`src/rtl/core/slx_pkg.sv`:
```
package slx_pkg;

   localparam int FEATURE_COUNT  = 8;
   localparam int INTERVAL_COUNT = 256;
   localparam int MAX_LAG        = 63;

   localparam int ROW_W  = 8;
   localparam int FEAT_W = 3;
   localparam int VAL_W  = 64;
   localparam int COL_W  = 9;
   localparam int LAG_W  = 6;
   localparam int CENS_W = 9;
   localparam int LAGS_W = 48;
   localparam int CSR_W  = 48;

   // Configuration register indexes.
   typedef enum logic [0:0] {
      CSR_CENSORING  = 1'b0,
      CSR_LAG_COUNTS = 1'b1
   } csr_index_type;

   typedef struct packed {
      logic [ROW_W-1:0]  row;
      logic [FEAT_W-1:0] feature;
      logic [VAL_W-1:0]  value;
   } req_type;

   typedef struct packed {
      logic [ROW_W-1:0] out_row;
      logic [COL_W-1:0] out_col;
      logic [VAL_W-1:0] out_value;
      logic             last;
   } rsp_type;

   // Microcode program: step numbers, jump conditions and fall-through modes.
   typedef logic [1:0] step_type;

   localparam step_type STEP_WAIT  = 2'd0;
   localparam step_type STEP_ACCUM = 2'd1;
   localparam step_type STEP_CHECK = 2'd2;
   localparam step_type STEP_EMIT  = 2'd3;

   typedef enum logic [1:0] {
      COND_ACCEPT    = 2'd0,
      COND_FEAT_DONE = 2'd1,
      COND_NO_ROWS   = 2'd2,
      COND_RUN_END   = 2'd3
   } cond_type;

   typedef enum logic [0:0] {
      MISS_STAY = 1'b0,
      MISS_NEXT = 1'b1
   } miss_type;

   typedef struct packed {
      logic     accept;
      logic     accum;
      logic     start_run;
      logic     emit;
      cond_type cond;
      step_type target;
      miss_type on_miss;
   } uword_type;

   // Status from the datapath to the sequencer.
   typedef struct packed {
      logic req_valid;
      logic feat_done;
      logic no_rows;
      logic run_end;
   } seq_stat_type;

   // Control from the sequencer to the datapath.
   typedef struct packed {
      logic req_ready;
      logic load_req;
      logic accum;
      logic start_run;
      logic emit;
   } seq_ctl_type;

   function automatic uword_type ucode(input step_type step);
      uword_type w;
      w = '0;
      unique case (step)
         STEP_WAIT: begin
            w.accept  = 1'b1;
            w.cond    = COND_ACCEPT;
            w.target  = STEP_ACCUM;
            w.on_miss = MISS_STAY;
         end
         STEP_ACCUM: begin
            w.accum   = 1'b1;
            w.cond    = COND_FEAT_DONE;
            w.target  = STEP_CHECK;
            w.on_miss = MISS_STAY;
         end
         STEP_CHECK: begin
            w.start_run = 1'b1;
            w.cond      = COND_NO_ROWS;
            w.target    = STEP_WAIT;
            w.on_miss   = MISS_NEXT;
         end
         STEP_EMIT: begin
            w.emit    = 1'b1;
            w.cond    = COND_RUN_END;
            w.target  = STEP_WAIT;
            w.on_miss = MISS_STAY;
         end
      endcase
      return w;
   endfunction

   // Lag count of one feature, saturated to the largest lag allowed.
   function automatic logic [LAG_W-1:0] lag_of(input logic [LAGS_W-1:0] lags,
                                                input logic [FEAT_W-1:0] f);
      logic [LAG_W-1:0] lag;
      lag = lags[f*LAG_W +: LAG_W];
      if (lag > LAG_W'(MAX_LAG)) begin
         lag = LAG_W'(MAX_LAG);
      end
      return lag;
   endfunction

endpackage

```
`src/rtl/core/sparse_lag_expander.sv`:
```
// Expands one sparse entry (row, feature, value) into its lagged copies
// (row+k, base+k, value) for k = 0 up to the feature's lag count, where base
// is the sum of (lag+1) over all lower features; a run stops early once row+k
// reaches the censoring limit, and the final result of each entry carries
// last. An entry whose row is at or past the limit yields no results. A
// microcoded sequencer takes the entry in, adds each lower feature's lag
// into the column base, sees that the base is complete, checks the row,
// and then loads the results into the output register in turn, holding
// while the consumer stalls. The final result waits in the output register
// while the next entry is taken in. The user must write the censoring and
// lag_counts registers only while the block is idle; the block does not enforce this.
module sparse_lag_expander (
   input  logic                              clock,
   input  logic                              reset,
   input  logic                              req_valid,
   output logic                              req_ready,
   input  slx_pkg::req_type                  req_data,
   output logic                              rsp_valid,
   input  logic                              rsp_ready,
   output slx_pkg::rsp_type                  rsp_data,
   input  logic                              csr_we,
   input  slx_pkg::csr_index_type            csr_index,
   input  logic [slx_pkg::CSR_W-1:0]         csr_wdata
);
   import slx_pkg::*;

   seq_ctl_type  ctl;
   seq_stat_type stat;

   logic [CENS_W-1:0] censoring_ff, censoring_in;
   logic [LAGS_W-1:0] lag_counts_ff, lag_counts_in;

   logic [ROW_W-1:0]  row_ff, row_in;
   logic [FEAT_W-1:0] feat_ff, feat_in;
   logic [VAL_W-1:0]  value_ff, value_in;
   logic [COL_W-1:0]  base_ff, base_in;
   logic [FEAT_W-1:0] idx_ff, idx_in;
   logic [LAG_W-1:0]  lag_ff, lag_in;
   logic [LAG_W-1:0]  k_ff, k_in;

   logic    rsp_valid_ff, rsp_valid_in;
   rsp_type rsp_ff, rsp_in;

   logic [CENS_W-1:0] limit;
   logic [CENS_W:0]   next_row;
   logic              slot_free;
   logic              is_last;
   logic              rsp_load;

   slx_seq u_seq (
      .clock (clock),
      .reset (reset),
      .stat  (stat),
      .ctl   (ctl)
   );

   // The row limit is censoring clipped to the number of intervals.
   always_comb begin
      if (censoring_ff > CENS_W'(INTERVAL_COUNT)) begin
         limit = CENS_W'(INTERVAL_COUNT);
      end else begin
         limit = censoring_ff;
      end
   end

   assign slot_free = !rsp_valid_ff || rsp_ready;
   assign next_row  = (CENS_W+1)'(row_ff) + (CENS_W+1)'(k_ff) + (CENS_W+1)'(1);
   assign is_last   = (k_ff == lag_ff) || (next_row >= (CENS_W+1)'(limit));
   assign rsp_load  = ctl.emit && slot_free;

   always_comb begin
      stat.req_valid = req_valid;
      stat.feat_done = (idx_ff == feat_ff);
      stat.no_rows   = ((CENS_W)'(row_ff) >= limit) ||
                       ((FEAT_W+1)'(feat_ff) >= (FEAT_W+1)'(FEATURE_COUNT));
      stat.run_end   = slot_free && is_last;
   end

   always_comb begin
      censoring_in  = censoring_ff;
      lag_counts_in = lag_counts_ff;
      if (csr_we) begin
         unique case (csr_index)
            CSR_CENSORING:  censoring_in  = csr_wdata[CENS_W-1:0];
            CSR_LAG_COUNTS: lag_counts_in = csr_wdata[LAGS_W-1:0];
            default: begin
            end
         endcase
      end
   end

   always_comb begin
      row_in   = row_ff;
      feat_in  = feat_ff;
      value_in = value_ff;
      base_in  = base_ff;
      idx_in   = idx_ff;
      lag_in   = lag_ff;
      k_in     = k_ff;
      if (ctl.load_req) begin
         row_in   = req_data.row;
         feat_in  = req_data.feature;
         value_in = req_data.value;
         base_in  = '0;
         idx_in   = '0;
      end
      if (ctl.accum) begin
         base_in = base_ff + COL_W'(lag_of(lag_counts_ff, idx_ff)) + COL_W'(1);
         idx_in  = idx_ff + FEAT_W'(1);
      end
      if (ctl.start_run) begin
         lag_in = lag_of(lag_counts_ff, feat_ff);
         k_in   = '0;
      end
      if (rsp_load) begin
         k_in = k_ff + LAG_W'(1);
      end
   end

   always_comb begin
      rsp_valid_in = rsp_valid_ff;
      rsp_in       = rsp_ff;
      if (rsp_valid_ff && rsp_ready) begin
         rsp_valid_in = 1'b0;
      end
      if (rsp_load) begin
         rsp_valid_in     = 1'b1;
         rsp_in.out_row   = row_ff + ROW_W'(k_ff);
         rsp_in.out_col   = base_ff + COL_W'(k_ff);
         rsp_in.out_value = value_ff;
         rsp_in.last      = is_last;
      end
   end

   always_ff @(posedge clock) begin
      if (reset) begin
         censoring_ff  <= CENS_W'(256);
         lag_counts_ff <= '0;
         rsp_valid_ff  <= 1'b0;
      end else begin
         censoring_ff  <= censoring_in;
         lag_counts_ff <= lag_counts_in;
         rsp_valid_ff  <= rsp_valid_in;
      end
   end

   always_ff @(posedge clock) begin
      row_ff   <= row_in;
      feat_ff  <= feat_in;
      value_ff <= value_in;
      base_ff  <= base_in;
      idx_ff   <= idx_in;
      lag_ff   <= lag_in;
      k_ff     <= k_in;
      rsp_ff   <= rsp_in;
   end

   assign req_ready = ctl.req_ready;
   assign rsp_valid = rsp_valid_ff;
   assign rsp_data  = rsp_ff;

   // Every emitted row lies below the limit.
   a_row_in_range: assert property (@(posedge clock) disable iff (reset)
      rsp_load |-> ((CENS_W)'(row_ff) + (CENS_W)'(k_ff) < limit))
      else $error("result row at or past the limit");

   // A result without last never ends the lag run.
   a_not_last_in_run: assert property (@(posedge clock) disable iff (reset)
      (rsp_load && !is_last) |-> (k_ff < lag_ff))
      else $error("run continued past the lag count");

   // A new transaction is never taken while a run is emitting.
   a_no_overlap: assert property (@(posedge clock) disable iff (reset)
      (req_valid && req_ready) |-> !rsp_load)
      else $error("input taken during a run");

   // Consecutive results of one run step the column by one.
   a_col_step: assert property (@(posedge clock) disable iff (reset)
      (rsp_load && !is_last) ##1 rsp_load |->
         (rsp_in.out_col == $past(rsp_in.out_col) + COL_W'(1)))
      else $error("column did not advance within a run");

endmodule

```
`src/rtl/core/slx_seq.sv`:
```
module slx_seq (
   input  logic                 clock,
   input  logic                 reset,
   input  slx_pkg::seq_stat_type stat,
   output slx_pkg::seq_ctl_type  ctl
);
   import slx_pkg::*;

   step_type  step_ff;
   step_type  step_in;
   uword_type word;
   logic      hit;

   assign word = ucode(step_ff);

   always_comb begin
      unique case (word.cond)
         COND_ACCEPT:    hit = stat.req_valid;
         COND_FEAT_DONE: hit = stat.feat_done;
         COND_NO_ROWS:   hit = stat.no_rows;
         COND_RUN_END:   hit = stat.run_end;
         default:        hit = 1'b0;
      endcase
   end

   always_comb begin
      if (hit) begin
         step_in = word.target;
      end else if (word.on_miss == MISS_NEXT) begin
         step_in = step_ff + step_type'(1);
      end else begin
         step_in = step_ff;
      end
   end

   always_comb begin
      ctl.req_ready = word.accept;
      ctl.load_req  = word.accept && stat.req_valid;
      ctl.accum     = word.accum && !stat.feat_done;
      ctl.start_run = word.start_run && !stat.no_rows;
      ctl.emit      = word.emit;
   end

   always_ff @(posedge clock) begin
      if (reset) begin
         step_ff <= STEP_WAIT;
      end else begin
         step_ff <= step_in;
      end
   end

   // A transaction taken in the wait step always leads to the accumulate step.
   a_accum_after_accept: assert property (@(posedge clock) disable iff (reset)
      (step_ff == STEP_WAIT && stat.req_valid) |=> (step_ff == STEP_ACCUM))
      else $error("sequencer did not leave the wait step on a transaction");

   // A finished run always returns to the wait step.
   a_run_end_returns: assert property (@(posedge clock) disable iff (reset)
      (step_ff == STEP_EMIT && stat.run_end) |=> (step_ff == STEP_WAIT))
      else $error("sequencer did not return to wait after the last result");

   // The emit step is only reached through the row check.
   a_emit_entry: assert property (@(posedge clock) disable iff (reset)
      $rose(step_ff == STEP_EMIT) |-> ($past(step_ff) == STEP_CHECK))
      else $error("emit step entered from the wrong step");

endmodule
```
`config.mk`:
```
export PLATFORM = sky130hd
export DESIGN_NAME = sparse_lag_expander
export DESIGN_NICKNAME = d
export VERILOG_FILES = /design/src/rtl/core/slx_pkg.sv /design/src/rtl/core/sparse_lag_expander.sv /design/src/rtl/core/slx_seq.sv
export SDC_FILE = /design/constraint.sdc
export NUM_CORES = 1
export LEC_CHECK = 0
export BUFFER_PORTS_ARGS = -buffer_cell sky130_fd_sc_hd__buf_2
export CORE_ASPECT_RATIO = 0.75
export CORE_MARGIN = 5
export CORE_UTILIZATION = 59
export CTS_CLUSTER_DIAMETER = 120
export DETAILED_ROUTE_END_ITERATION = 7
export PLACE_DENSITY_LB_ADDON = 0.12
export RECOVER_POWER = 100
export SETUP_SLACK_MARGIN = 0.15
export SLEW_MARGIN = 10
export SYNTH_ARGS = -nofsm -noshare
export SYNTH_HDL_FRONTEND = slang
export SYNTH_SLANG_ARGS = --single-unit
```
`constraint.sdc`:
```
create_clock -name clock -period 8 [get_ports clock]
set_input_delay 0.4 -clock clock [delete_from_list [all_inputs] [get_ports clock]]
set_output_delay 0.4 -clock clock [all_outputs]
set_load 0.01 [all_outputs]
```
==> metrics.txt <==
status finished, violations left; violated checks max-capacitance violations, max-slew violations; Critical Path Sink Type flip-flop; GR Overflow Total 0; fin cells 1184; required time at the worst-slack endpoint 8.00 ns; highest metal used met4; Worst VDD drop 0.168 mV; antenna cells 0; Final ANT Viol Nets 0; Post-Syn Area 10100 µm²; largest net degree at the start of global routing 83; max incr delay on CP 3.10 ns; area leader, netlist edfxtp_1; WHS Endpoint value_ff[40]; Worst R2R Setup Slack 3.37 ns; Placeable Area 16800 µm²; ordered cell list for the critical path ha_1 -> nand2_1 -> clkinvlp_2 -> clkbuf_1; wire length on met3 1.42 mm; Cell variety after synth 58; Starting Density 60.0%; first-pass GRT wire length 32.4 mm; Post-Place Cells 1142; drc violations 0; Sinks on Clock Net 241; wl on met1 9.43 mm; metal2 WL 9.80 mm; kind of critical path reg2reg; Final nets 1130; Iter 0 DRT Violations 372; Die X-Extent 161 µm; Max Slew Vio Count 210; Vias/cell 5.37; HPWL after DPL 15.1 mm; Worst slew margin -196%; startpoint types flip-flop; worst hold path class in2reg; Critical Path AT 4.63 ns; hold path cells 1; worst-path maximum fanout 82; hold buffers post-CTS 0; setup_tns 0 ns; initial antenna violation count 0; final wirelength 21.0 mm; RSZ-0062 raised after global routing no; Setup Viol. Count Final 0; Post-Syn Nets 917; Clock power frac 29.4%; Die Y 123 µm; switching share of power 28.6%; Root Driver clkbuf_16; share of cells above drive strength 1 20.9%; f_max 216 MHz; PostCTS Resize Cnt 0; power density over the cells 299 nW/µm²; die area 19900 µm²; count of state elements after synthesis 241; vias in the first global route 6384; crit path time final 4.63 ns; H-Tree Depth 1; CTS tree done; Port Buf Inserts 212; Switch Pwr 1.02 mW; period utilization 57.9%; Clock Tree Buf Depth 3; # rows 41; slowest CP cell clkbuf_1; Mapped Avg Cell Area 13.7 µm²; total iterations of the first detailed-routing run 5; FF-to-FF Start u_seq.step_ff[0]; critical hold path startpoint req_data[40]; clk_lat worst skew 0.51 ns; Slew @ Worst Pin 4.44 ns; Final GP Congestion 0.863; area grow syn2layout 18.1%; Synth top area share 53.8%; ranking of synthesized cells by area edfxtp_1 (54%), dfxtp_1 (12%), ha_1 (5.6%), mux4_2 (5.3%), nand2_1 (5.1%); overall global routing resource usage 20.5%; R2R Path End rsp_data[33]; Post-Syn Instances 739; CTS clk-pin slew, worst paths 0.06 ns; post-route clock skew 0.0157 ns; via count 6356; Seq/Total Area, Yosys 65.7%; Leak Pwr 4.49 nW; Synthesis Warnings 0; CTS buffer count 23; final hold vios 0; Reg2Reg Depth 4; Comb power frac 21.5%; internal power 2.55 mW; Wirelength per Cell 17.7 µm; I/O pin count 213; max_cap viols 4; Flop pwr share 49.1%; Post-CTS Setup Inserts 0
-- registers in the layout, summed over array words and instances, names as in the netlist --
signal         flops
value_ff          64
lag_ff             6
k_ff               6
rsp_valid          1
base_ff            9
feat_ff            3
idx_ff             3
rsp_data          82
lag_counts_ff     48
censoring_ff       9
u_seq.step_ff      2
row_ff             8
-- per-stage QoR --
stage               setup WS (ns)  hold WS (ns)  area, µm²  utilization [%]  power [mW]
floorplan                    4.88         0.400      10100                -        2.32
global placement             4.74         0.400      11300             67.4        2.50
detailed placement           4.55         0.405      11300             67.4        2.55
CTS                          4.53        0.0474      12100             71.7        3.60
global route                 2.80        0.0419      11900             70.9        3.76
finish                       3.37        0.0643      11900             70.9        3.57
-- logic make-up after synthesis --
kind of cell	share of synthesized area [%]
flops	65.7
simple gates	8.51
compound gates	6.76
buf+inv	2.50
fa+ha+maj	6.37
mux	7.10
xor+xnor	3.08
-- area by class of cell --
| cell class | instances | area [µm²] |
|---|---|---|
| clock buffers | 29 | 602 |
| clock inverters | 13 | 128 |
| fillers | 1205 | 4890 |
| inverters | 31 | 118 |
| multi-input cells | 438 | 3200 |
| flip-flops and latches | 241 | 6640 |
| well taps | 215 | 269 |
| repair buffers | 217 | 980 |
-- worst max-delay path, delay by kind of cell (launching register included) --
| kind | cells | cell delay [ns] |
|---|---|---|
| simple gates | 1 | 0.17 |
| fa+ha+maj | 1 | 0.23 |
| buf+inv | 2 | 3.23 |
| flops | 1 | 0.46 |
-- worst max path at each step --
stage / start / to / slack [ns] / cells past startpoint
6_report: u_seq.step_ff[0] / rsp_data[33] / 3.37 / 4
2_1_floorplan: k_ff[0] / u_seq.step_ff[1] / 4.88 / 16
5_1_grt: u_seq.step_ff[0] / rsp_data[33] / 2.80 / 4
4_1_cts: k_ff[0] / u_seq.step_ff[1] / 4.53 / 16
3_3_place_gp: k_ff[0] / u_seq.step_ff[1] / 4.74 / 16
3_5_place_dp: k_ff[0] / u_seq.step_ff[1] / 4.55 / 16
-- placed cells by master (no fill, tap or decap), types with 3 or more instances in the layout --
master / n
fa_1: 4
and2_0: 3
clkinv_1: 4
clkbuf_16: 23
clkbuf_1: 94
nand3_1: 6
o21ai_0: 11
nor2_1: 21
clkinv_2: 3
ha_1: 45
edfxtp_1: 181
a21boi_0: 3
a21o_1: 8
nand2_1: 136
buf_2: 126
nand2b_1: 5
inv_1: 28
mux4_2: 24
a21oi_1: 75
mux2_2: 6
nor3_1: 7
xor2_1: 11
mux2i_1: 3
xnor2_1: 19
o21bai_1: 3
mux2_1: 7
nor2b_1: 11
dfxtp_1: 60
-- Yosys cell counts, drive strengths merged --
cell type,n
a211o,1
a211oi,2
a21boi,3
a21o,10
a21oi,75
a31oi,2
a32oi,1
and2,3
and3,2
buf,12
clkbuf,17
clkinv,1
dfxtp,60
edfxtp,181
fa,4
ha,45
inv,30
mux2,13
mux2i,3
mux4,24
nand2,136
nand2b,6
nand3,6
nand4,2
nand4b,1
nor2,21
nor2b,11
nor3,7
o2111ai,1
o211ai,2
o21a,2
o21ai,11
o21bai,3
o31a,1
o31ai,1
o32a,1
or2,3
or2b,1
or3,1
xnor2,20
xor2,13
-- routing by layer --
| layer | global-route usage, % | vias up |
|---|---|---|
| met5 | 0 | - |
| li1 | - | 3088 |
| met2 | 33.2 | 214 |
| met3 | 4.63 | 29 |
| met4 | 4.05 | 0 |
| met1 | 29.3 | 3025 |
-- power groups by stage --
stage,sequential [mW],clock [mW],combinational (mW)
detailed placement,1.77,0,0.780
global route,1.78,1.12,0.861
finish,1.75,1.05,0.767
CTS,1.74,1.07,0.789
floorplan,1.71,0,0.610
global placement,1.76,0,0.748
Note: power is estimated with default switching activity, not from simulation.
